===== src/hte_pkg.sv =====
package hte_pkg;

   localparam int DEF_MAX_COLS    = 256;
   localparam int DEF_MAX_ROWS    = 256;
   localparam int DEF_HEIGHT_BITS = 16;

   localparam int REQ_TYPE_W   = 2;
   localparam int CELL_INDEX_W = 16;
   localparam int HEIGHT_IO_W  = 16;
   localparam int CSR_INDEX_W  = 2;
   localparam int CSR_DATA_W   = 9;
   localparam int DIM_REG_W    = 9;
   localparam int PASS_REG_W   = 8;

   localparam logic [REQ_TYPE_W-1:0] REQ_WRITE = 2'd0;
   localparam logic [REQ_TYPE_W-1:0] REQ_RUN   = 2'd1;
   localparam logic [REQ_TYPE_W-1:0] REQ_READ  = 2'd2;

   localparam logic [CSR_INDEX_W-1:0] CSR_GRID_WIDTH   = 2'd0;
   localparam logic [CSR_INDEX_W-1:0] CSR_GRID_HEIGHT  = 2'd1;
   localparam logic [CSR_INDEX_W-1:0] CSR_PASS_COUNT   = 2'd2;
   localparam logic [CSR_INDEX_W-1:0] CSR_INVERSE_MODE = 2'd3;

   localparam logic [DIM_REG_W-1:0]  RST_GRID_WIDTH  = 9'd256;
   localparam logic [DIM_REG_W-1:0]  RST_GRID_HEIGHT = 9'd256;
   localparam logic [PASS_REG_W-1:0] RST_PASS_COUNT  = 8'd1;

   // talus limits in units of one full height step
   localparam int TALUS_ABOVE = 4;
   localparam int TALUS_BELOW = 10;

   typedef enum logic [2:0] {
      ST_IDLE,
      ST_READ,
      ST_RUN,
      ST_CUR,
      ST_SCAN,
      ST_MUL,
      ST_TEST,
      ST_TWR
   } state_type;

   typedef enum logic [1:0] {
      TAG_NONE,
      TAG_CUR,
      TAG_NB
   } tag_type;

   typedef struct packed {
      logic better;
      logic talus_pass;
   } alu_flags_type;

endpackage


===== src/hte_alu.sv =====
module hte_alu import hte_pkg::*; #(
   parameter int HEIGHT_BITS = DEF_HEIGHT_BITS,
   parameter int WW          = $clog2(DEF_MAX_COLS + 1),
   parameter int PROD_W      = HEIGHT_BITS + WW
) (
   input  logic [HEIGHT_BITS-1:0] cur,
   input  logic [HEIGHT_BITS-1:0] nbr,
   input  logic [HEIGHT_BITS-1:0] best,
   input  logic [WW-1:0]          width_eff,
   input  logic [PROD_W-1:0]      prod,
   input  logic                   inverse,
   output logic [HEIGHT_BITS-1:0] drop,
   output logic [PROD_W-1:0]      prod_next,
   output alu_flags_type          flags
);

   localparam int CMP_W = PROD_W + 4;
   localparam logic [CMP_W-1:0] LIMIT_ABOVE = CMP_W'(TALUS_ABOVE) << HEIGHT_BITS;
   localparam logic [CMP_W-1:0] LIMIT_BELOW = CMP_W'(TALUS_BELOW) << HEIGHT_BITS;

   logic [CMP_W-1:0] prod_ext;

   assign drop      = cur - nbr;
   assign prod_next = PROD_W'(best) * PROD_W'(width_eff);
   assign prod_ext  = CMP_W'(prod);

   always_comb begin
      flags.better = (cur > nbr) && (drop > best);
      if (best == '0) begin
         flags.talus_pass = 1'b0;
      end else if (inverse) begin
         flags.talus_pass = (prod_ext <= LIMIT_BELOW);
      end else begin
         flags.talus_pass = (prod_ext > LIMIT_ABOVE);
      end
   end

endmodule

===== config.mk =====
export PLATFORM = sky130hd
export DESIGN_NAME = hte_alu
export DESIGN_NICKNAME = d
export VERILOG_FILES = /design/src/hte_pkg.sv /design/src/hte_alu.sv
export SDC_FILE = /design/constraint.sdc
export NUM_CORES = 1
export LEC_CHECK = 0
export BUFFER_PORTS_ARGS = -buffer_cell sky130_fd_sc_hd__buf_2
export CELL_PAD_IN_SITES_DETAIL_PLACEMENT = 0
export CELL_PAD_IN_SITES_GLOBAL_PLACEMENT = 1
export CORE_AREA = 2 2 122 124
export DETAILED_ROUTE_END_ITERATION = 6
export DIE_AREA = 0 0 124 126
export GPL_ROUTABILITY_DRIVEN = 0
export PLACE_DENSITY = 0.84
export SETUP_SLACK_MARGIN = 0.05
export SYNTH_ARGS = -nofsm -noshare
export SYNTH_HDL_FRONTEND = slang
export SYNTH_SLANG_ARGS = --single-unit

===== constraint.sdc =====
create_clock -name vclk -period 8.8
set_clock_uncertainty 0.05 [all_clocks]
set_input_delay 1.76 -clock vclk [all_inputs]
set_output_delay 1.76 -clock vclk [all_outputs]
set_load 0.02 [all_outputs]

# Yosys cells after proc, flatten, opt, wreduce, memory -nomap -nowiden
# Index checks and enable logic that the tools add are counted.
[op_classes]
reduce_logical = 2
add_sub_neg = 1
mul = 1
muxes = 2
n_lt_le_gt_ge = 4
[ops]
columns = ["cell", "count"]
rows = [
  ["greater-than comparator 16 bit", 2],
  ["greater-than comparator 25 x 19 -> 1 bit (second input constant)", 1],
  ["<= comparator 25 x 20 -> 1 bit (second input constant)", 1],
  ["multiplier 16 x 9 -> 25 bit", 1],
  ["logical NOT 16 bit", 1],
  ["subtractor 16 bit", 1],
  ["2-to-1 mux 1 bit", 2],
  ["logical AND 1 bit", 1],
]
[word_totals]
in_bits = 83
wordCells = 10
out_inout_bits = 43
register_bits = 0

# Logic depth before layout (Yosys ltp)
# Gate-level depths: netlist (run 1).
[logic_depth]
word_depth = 3
ltp_mapped = 19
depth_no_buf = 18

# Worst setup path before layout (run 1)
# No wires, ideal clock.
[synth_timing]
kind = "input port to output port"
from = "in best[4]"
to = "out prod_next[22]"
arrival_time_ns = 6.347
path_slack_ns = 0.643
required_ns = 6.990
path_buffers = 1
stages = 15
path_cell_list = "clkbuf_1 and2_1 fa_1 fa_1 fa_1 inv_1 fa_1 inv_1 ha_1 a21o_1 a211o_1 o31a_2 a311oi_2 nor3_1 a211oi_1"
[synth_via]
elab_chain_len = 1
[synth_lines]
columns = ["item", "line", "source"]
rows = [
  ["start: declaration", "hte_alu.sv:8", "input logic [HEIGHT_BITS-1:0] best,"],
  ["multiplier 16 x 9 -> 25 bit", "hte_alu.sv:24", "assign prod_next = PROD_W'(best) * PROD_W'(width_eff);"],
  ["end: declaration", "hte_alu.sv:13", "output logic [PROD_W-1:0] prod_next,"],
]
# No other way between the ends.

# Worst setup path after layout (run 1)
[layout_timing]
from = "in width_eff[2]"
to = "out prod_next[24]"
[layout_via]
elab_chain_len = 1
[layout_lines]
columns = ["item", "line", "source"]
rows = [
  ["start: declaration", "hte_alu.sv:9", "input logic [WW-1:0] width_eff,"],
  ["multiplier 16 x 9 -> 25 bit", "hte_alu.sv:24", ""],
]
# No other way between the ends.

==> metrics.cfg, run 1 <==
[sta]
setup_tns_ns=0
timing.final.crit_share_pct=94.44
relSlewSlack_pct=42.99
finalCriticalPeriod_ns=8.310
fmax_mhz=120.3
drv_slew=0
setup_viol=0
hold_viol=0
tightest_slew_ns=0.8444
rsz0062_at_grt=no

[yosys]
avgSynthCellArea_sq_um=7.956
yosysSeqAreaShare_pct=0
synthCells=753
yosys_warnings=0
syn_nets=1013
synth_area_sq_mm=0.005991
synth_cell_types=48

[setup_path]
worstSetupStartpoint=width_eff[2]
crit_top_cell=fa_1
cp.arrival_ns=6.50
crit_path_start_kind=input port
cpPeakStageDelay_ns=0.54
cp.buffers_inverters=5
cp_max_fo=16
path_class=in2out
crit_slowest_cell=fa_1
path_delay_family=adder cells
crit_chain=buf_2, nand2_1, fa_1, inv_1, fa_1, fa_1, inv_1, fa_1, inv_1, ha_1, a21o_1, a211o_1, o31a_2, o41ai_4, nor3_1, nor3_1, buf_2
required_ns=6.99
endpoint_kind=output pin
cp-endpoint=prod_next[24]
path_depth=17

[detailed_routing]
wirelength_microns=14310
drt_iter0_drc=199
drc_errors=0
dr.pass1.iters=4
viasPerCell=4.979
vias=5153
wl_per_cell_microns=13.82
drtAntennaViolNets=0

[placed_design]
portBuffers=126
dp_cells=1035
post-dp-hpwl_microns=12510

[grt]
grt_max_degree=17
grt_pass1_vias=5029
grt_antenna_before_repair=0
grt_first_pass_wirelength_microns=23920
grt_usage_pct=18.66
grtUsageMet2_pct=34.03
grt_overflow_total=0
use_met1_pct=25.73
grt_util_met3_pct=0.5435
grt-busiest-layer=met2

[pwr]
leakagePower_nw=3.768
p_per_area_mw_per_mm2=267.8
max-vdd-ir-drop_uv=251.1

[layout]
final_util_pct=47.14
diodes=0
area_growth_pct=12.64
seq_cell_count=0
drive_gt1_share_pct=15.63
layout.cells.non_filler=1035
nNetsFinal=1113
register_area_sq_um=0
clkbuf_count=0

[floorplanning]
dieArea_sq_mm=0.01562
die_x_microns=124
die_h_microns=126
num_rows=44
initial_core_util_pct=41.85
coreArea_sq_mm=0.01431
io_pins=126

[hold_path]
min_path_type=in2out
holdPathStages=3

[clocking]
post-cts-setup-buffer-count=0

[job]
max_cap_violations=0

[outcome]
outcome=finished clean

cells in the mapped netlist (11+ instances only):
cell type | count | area share (%)
clkbuf_1 | 26 | 1.6
o21ai_0 | 21 | 1.8
fa_1 | 100 | 33
a21o_1 | 21 | 2.6
ha_1 | 77 | 16
nor3_1 | 11 | 0.92
and2_1 | 89 | 9.3
nor2_1 | 16 | 1.0
inv_1 | 174 | 11
nand2_1 | 69 | 4.3
a21oi_1 | 31 | 2.6
xnor2_1 | 16 | 2.3
area by class of cell:
cell class,count,area (sq um)
tap,184,230.2
timing repair buffer,126,630.6
multi-input combinational,551,5234
inverter,174,653.1
fill,1483,7566
report_power, final:
| group | leakage, nW | internal, mW | switching [mW] | total (mW) |
|---|---|---|---|---|
| Sequential | 0 | 0 | 0 | 0 |
| Combinational | 3.77 | 0.715 | 1.09 | 1.81 |
| Clock | 0 | 0 | 0 | 0 |
| Total | 3.77 | 0.715 | 1.09 | 1.81 |
timing repair:
item                                    CTS  global route
endpoints found under the setup margin    0             1
hold buffers                              0             0
gates resized for setup                   0             1
cell usage in the layout (no fill, tap or decap), types with 2 or more instances in the layout:
master,Yosys,routed
inv_1,174,174
buf_2,1,126
fa_1,100,100
and2_1,89,89
ha_1,77,77
nand2_1,69,69
a21oi_1,31,31
o21ai_0,21,21
a21o_1,21,21
nor2_1,16,16
xnor2_1,16,16
nor3_1,11,11
xor2_1,10,10
nor4_1,9,9
o21bai_1,8,8
nand4_1,8,8
and3_1,7,7
nand3_1,7,7
nor2b_1,5,5
nand2b_1,5,5
a2111oi_0,4,4
a211oi_1,4,4
o21a_1,3,3
o311ai_0,3,3
o211ai_1,2,2
o211a_1,2,2
a221oi_1,2,2
a211o_1,2,2
or4_1,2,2
cell families (layout without fill, tap and decap cells):
logic type | count (synthesis) | after routing | share of synthesized area, %
buffers and inverters | 202 | 300 | 12.74
AO/OA/AOI/OAI | 116 | 116 | 13.49
adder cells (fa/ha/maj) | 177 | 177 | 49.50
AND/OR/NAND/NOR | 232 | 232 | 20.47
XOR/XNOR | 26 | 26 | 3.801
stage by stage:
stage               hold WS (ns)  instance area, sq um  power [mW]  worst slack (ns)
global placement           3.771                  6741       1.811            0.4914
floorplan                  3.553                  5991       1.360            0.6434
CTS                        3.770                  6741       1.830            0.3740
detailed placement         3.770                  6741       1.820            0.3858
finish                     3.768                  6748       1.807            0.4896
global route               3.787                  6748       2.036            0.1752
per-layer routing:
layer / share of wire, % / wire [microns]
met1: 45 / 6425
met2: 53 / 7564
met3: 1.7 / 244
met4: 0.52 / 74
met5: 0 / 0
worst min path at each step:
stage,start,end,slack [ns]
after floorplan,inverse,flags[0],3.55
after detailed placement,inverse,flags[0],3.77
after global routing,inverse,flags[0],3.79
after global placement,inverse,flags[0],3.77
after CTS,inverse,flags[0],3.77
final,inverse,flags[0],3.77
Note: power is estimated with default switching activity, not from simulation.
==> inputs of run 2 (changes only) <==
Settings changed: ABC_AREA from default to 1, CORE_AREA 2 2 122 124 to 2 2 130 132, DIE_AREA 0 0 124 126 to 0 0 132 134, PLACE_DENSITY 0.84 to 0.85.
==> metrics.cfg, run 2 <==
[setup_path]
crit_top_cell=nand2_1
path_class=in2out
cp.arrival_ns=5.80  ; -0.70 ns
path_delay_family=adder cells
crit_path_start_kind=input port
cp_max_fo=16  ; unchanged
cpPeakStageDelay_ns=0.54  ; about the same
crit_slowest_cell=fa_1
crit_chain=buf_2, nand2_1, fa_1, inv_1, fa_1, inv_1, fa_1, fa_1, inv_1, ha_1, nand2_1, nand3_1, nand2_1, nand3_1, nand2_1, nand3_1, nand2_1, buf_2
endpoint_kind=output pin
cp.buffers_inverters=5  ; unchanged
required_ns=6.99  ; about the same

[sta]
drv_slew=0  ; unchanged
relSlewSlack_pct=72.47  ; +29 points
tightest_slew_ns=0.4098  ; -0.4346 ns
finalCriticalPeriod_ns=7.613  ; -0.6977 ns
fmax_mhz=131.4  ; +9.2%
whs_ns=3.890  ; +0.1214 ns
setup_viol=0  ; unchanged
setup_tns_ns=0  ; unchanged
rsz0062_at_grt=no
hold_viol=0  ; unchanged
timing.final.crit_share_pct=86.51  ; -7.9 points

[floorplanning]
initial_core_util_pct=40.57  ; -1.3 points
die_h_microns=134  ; +6.3%
die_x_microns=132  ; +6.5%
coreArea_sq_mm=0.01629  ; +14%
dieArea_sq_mm=0.01769  ; +13%
num_rows=47  ; +6.8%
io_pins=126  ; unchanged

[grt]
grt_overflow_total=0  ; unchanged
grt_pass1_vias=6186  ; +23%
grt_usage_pct=18.98  ; +0.32 points
grt_antenna_before_repair=0  ; unchanged
grt_first_pass_wirelength_microns=28330  ; +18%
grt_max_degree=17  ; unchanged

[layout]
area_growth_pct=11.64
clkbuf_count=0  ; unchanged
multi_input_area_sq_mm=0.005230  ; about the same
seq_cell_count=0  ; unchanged
drive_gt1_share_pct=11.02  ; -4.6 points
nNetsFinal=1424  ; +28%
diodes=0  ; unchanged
nFillCells=1826  ; +23%
final_cell_mix=nand2_1 (344), inv_1 (331), buf_2 (126)
layout_commonest_cell=nand2_1
register_area_sq_um=0  ; unchanged

[yosys]
yosys.area_share.simple_pct=27.32  ; +6.9 points
synth_area_sq_mm=0.006609  ; +10%
synth_most_common_cell=nand2_1
synth_compound_area_share_pct=4.298  ; -9.2 points
synth_cell_types=22  ; -54%
yosysSeqAreaShare_pct=0  ; unchanged
synth_xor_area_share_pct=2.651  ; -1.2 points
yosys-top-cells-count=nand2_1 (344), inv_1 (331), fa_1 (100)
yosys_warnings=0  ; unchanged
synth_top_family_by_area=adder cells
synthAdderAreaFrac_pct=44.87  ; -4.6 points
muxShareOfSynthArea_pct=0  ; unchanged
yosysTopAreaCell=fa_1
synthCells=1070  ; +42%
yosys.area.top_type_share_pct=30.29  ; -3.1 points
synth_area_leaders=fa_1 (30%), nand2_1 (20%), inv_1 (19%)
syn_nets=1330  ; +31%
avgSynthCellArea_sq_um=6.176  ; -22%

[pwr]
p_total_mw=1.916  ; +6.0%
leakagePower_nw=5.072  ; +35%
p_per_area_mw_per_mm2=259.7  ; -3.0%
max-vdd-ir-drop_uv=280.6  ; +12%

[clocking]
post-cts-setup-buffer-count=0  ; unchanged
cts-hold-fix-buffers=0  ; unchanged
ctsResizeCount=0  ; unchanged

[hold_path]
hold_path_end=flags[0]
holdPathStages=5  ; +2
worstHoldStart=inverse
min_path_type=in2out

[placed_design]
post-dp-hpwl_microns=13970  ; +12%
portBuffers=126  ; unchanged

[detailed_routing]
drtAntennaViolNets=0  ; unchanged
vias=6247  ; +21%
drt_iter0_drc=287  ; +44%
wirelength_microns=16100  ; +13%
drc_errors=0  ; unchanged
wl_per_cell_microns=11.65  ; -16%
dr.pass1.iters=5  ; +1
viasPerCell=4.520  ; -9.2%

[outcome]
outcome=finished clean

[job]
max_cap_violations=0  ; unchanged

## run 2: worst max-delay path by stage
stage	start	end	depth (start not counted)
floorplan	width_eff[8]	prod_next[15]	18
global placement	width_eff[8]	prod_next[20]	21
detailed placement	width_eff[2]	prod_next[20]	19
CTS	width_eff[2]	prod_next[22]	19
global route	width_eff[8]	prod_next[23]	20
finish	width_eff[2]	prod_next[20]	18
## run 2: final cells by class
| class | instances | area share, % |
|---|---|---|
| tap | 220 | 3.731 |
| multi-input combinational | 705 | 70.88 |
| timing repair buffer | 126 | 8.547 |
| inverter | 331 | 16.84 |
## run 2: metal layers
metal	part of all wire, %	vias to the layer above	wire length (microns)	global-route usage (%)
met2	48	130	7692	34.26
met3	3.4	14	549	0.3779
met1	48	2877	7649	26.40
met4	1.3	0	206	2.053
met5	0	-	0	0
li1	-	3226	-	-
## run 2: where the power goes
part	leakage, nW	internal (mW)	total, mW	switching [mW]
clock network	0	0	0	0
registers	0	0	0	0
logic	5.07	0.663	1.92	1.25
## run 2: kinds of logic after synthesis
logic type                 after synthesis
and+or+nand+nor                        456
buffers and inverters                  365
xor gates and xnor gates                20
AOI/OAI and AO/OA                       52
adders and majority gates              177
## run 2: through the flow
step | instance area (sq um) | std cells | setup slack, ns | utilization (%)
final | 7378 | 1382 | 1.187 | 45.30
after global routing | 7378 | 1382 | 0.9049 | 45.30
after CTS | 7378 | 1382 | 1.191 | 45.30
after detailed placement | 7378 | 1382 | 1.193 | 45.30
after global placement | 7378 | 1382 | 1.196 | 45.30
after floorplan | 6609 | 1070 | 1.264 | -
==> inputs of run 3 (changes only) <==
Clock period 8.8 ns to 7.5 ns, I/O delays scaled along.
==> metrics.cfg, run 3 (same netlist as run 2, synthesis figures left out) <==
[placed_design]
dp_cells=1383  ; +0.072%
post-dp-hpwl_microns=13820  ; -1.1%
placed_area_sq_mm=0.007386  ; +0.10%
place_ws_ns=0.4153  ; -0.7775 ns
portBuffers=126  ; unchanged

[floorplanning]
dieArea_sq_mm=0.01769  ; unchanged
coreArea_sq_mm=0.01629  ; unchanged
num_rows=47  ; unchanged
initial_core_util_pct=40.57  ; unchanged
die_x_microns=132  ; unchanged
die_h_microns=134  ; unchanged
io_pins=126  ; unchanged

[sta]
finalCriticalPeriod_ns=7.097
timing.final.crit_share_pct=94.62
rsz0062_at_grt=no
setup_viol=0  ; unchanged
setup_tns_ns=0  ; unchanged
fmax_mhz=140.9
tightest_slew_ns=0.4321  ; +0.02229 ns
setup_ws_ns=0.4035  ; -0.7839 ns
drv_slew=0  ; unchanged
hold_viol=0  ; unchanged
relSlewSlack_pct=70.97  ; -1.5 points

[pwr]
power.share.switching_pct=65.32  ; -0.084 points
power_switching_mw=1.461  ; +17%
leakagePower_nw=5.077  ; about the same
comb_power_share_pct=100.0  ; about the same
intPower_mw=0.7759  ; +17%
max-vdd-ir-drop_uv=415.3  ; +48%
p_per_area_mw_per_mm2=302.9  ; +17%
p_clk_share_pct=0  ; unchanged
p_seq_share_pct=0  ; unchanged

[detailed_routing]
drt_iter0_drc=216  ; -25%
drc_errors=0  ; unchanged
highest_layer=met4
dr.pass1.iters=5  ; unchanged
wirelength_microns=15850  ; -1.5%
drtAntennaViolNets=0  ; unchanged
vias=6210  ; -0.59%
viasPerCell=4.490  ; -0.66%
wl_met3_microns=624  ; +14%
wl_per_cell_microns=11.46  ; -1.6%
route.met2.wl_microns=7699  ; about the same
met1_length_microns=7393  ; -3.3%

[layout]
layout_commonest_cell=nand2_1
final_cell_mix=nand2_1 (344), inv_1 (331), buf_2 (126)
layout.cells.non_filler=1383  ; +0.072%
clkbuf_count=0  ; unchanged
final_util_pct=45.34  ; +0.046 points
area_growth_pct=11.76
diodes=0  ; unchanged
nNetsFinal=1425  ; +0.070%
drive_gt1_share_pct=11.09  ; +0.077 points
seq_cell_count=0  ; unchanged
fin_area_sq_mm=0.007386  ; +0.10%
register_area_sq_um=0  ; unchanged
nFillCells=1837  ; +0.60%

[clocking]
post-cts-setup-buffer-count=0  ; unchanged
ctsResizeCount=0  ; unchanged
cts-hold-fix-buffers=0  ; unchanged

[hold_path]
holdPathStages=5  ; unchanged
worstHoldStart=inverse
hold_path_end=flags[0]
min_path_type=in2out

[setup_path]
cp.arrival_ns=5.55  ; -0.25 ns
crit_slowest_cell=fa_1
endpoint_kind=output pin
crit_chain=buf_2, nand2_1, fa_1, inv_1, fa_1, fa_1, inv_1, fa_1, inv_1, ha_1, nand2_1, inv_1, a21oi_1, nand3_1, nand2_1, nand2_1, nand2_1, nand2_1, buf_2
path_class=in2out
crit_top_cell=nand2_1
crit_path_start_kind=input port
required_ns=5.95  ; -1.04 ns
path_delay_family=adder cells
cp_max_fo=16  ; unchanged
cpPeakStageDelay_ns=0.54  ; about the same
cp.buffers_inverters=6  ; +1

[grt]
grt_max_degree=17  ; unchanged
grt_pass1_vias=6136  ; -0.81%
grt_usage_pct=18.73  ; -0.25 points
grt_first_pass_wirelength_microns=28010  ; -1.1%
grt_overflow_total=0  ; unchanged
grt_antenna_before_repair=0  ; unchanged

[job]
max_cap_violations=0  ; unchanged

[outcome]
outcome=finished clean

[run 3: tightest hold or removal path, delay by kind of cell]
family                 cells  cell delay (ns)
and+or+nand+nor            2             0.11
buffers and inverters      3             0.30
[run 3: area by class of cell]
cell class	count	area, sq um	area share, %
well taps	220	275.3	3.727
repair buffers	127	638.1	8.640
inverters	331	1242	16.82
multi-input cells	705	5230	70.81
[run 3: through the flow]
step	power (mW)	hold WS [ns]
2_1_floorplan	1.658	3.164
6_report	2.237	3.371
4_1_cts	2.278	3.379
3_5_place_dp	2.265	3.372
3_3_place_gp	2.254	3.381
5_1_grt	2.562	3.393
[run 3: how the worst max path moves through the flow]
stage / endpoint / slack, ns / start / cells past startpoint
3_3_place_gp: prod_next[20] / 0.42 / width_eff[8] / 21
6_report: prod_next[22] / 0.40 / width_eff[2] / 19
2_1_floorplan: prod_next[15] / 0.48 / width_eff[8] / 18
5_1_grt: prod_next[22] / 0.11 / width_eff[2] / 18
4_1_cts: prod_next[22] / 0.41 / width_eff[2] / 19
3_5_place_dp: prod_next[22] / 0.42 / width_eff[2] / 19
[run 3: power groups by stage]
| stage | Clock [mW] | Sequential [mW] | Combinational, mW |
|---|---|---|---|
| final | 0 | 0 | 2.24 |
| after global routing | 0 | 0 | 2.56 |
| after CTS | 0 | 0 | 2.28 |
| after detailed placement | 0 | 0 | 2.27 |
| after global placement | 0 | 0 | 2.25 |
| after floorplan | 0 | 0 | 1.66 |
[run 3: layer usage]
| metal | GRT usage [%] | vias to the layer above |
|---|---|---|
| li1 | - | 3229 |
| met1 | 25.69 | 2859 |
| met2 | 34.14 | 112 |
| met3 | 0.7559 | 10 |
| met4 | 1.630 | 0 |
| met5 | 0 | - |
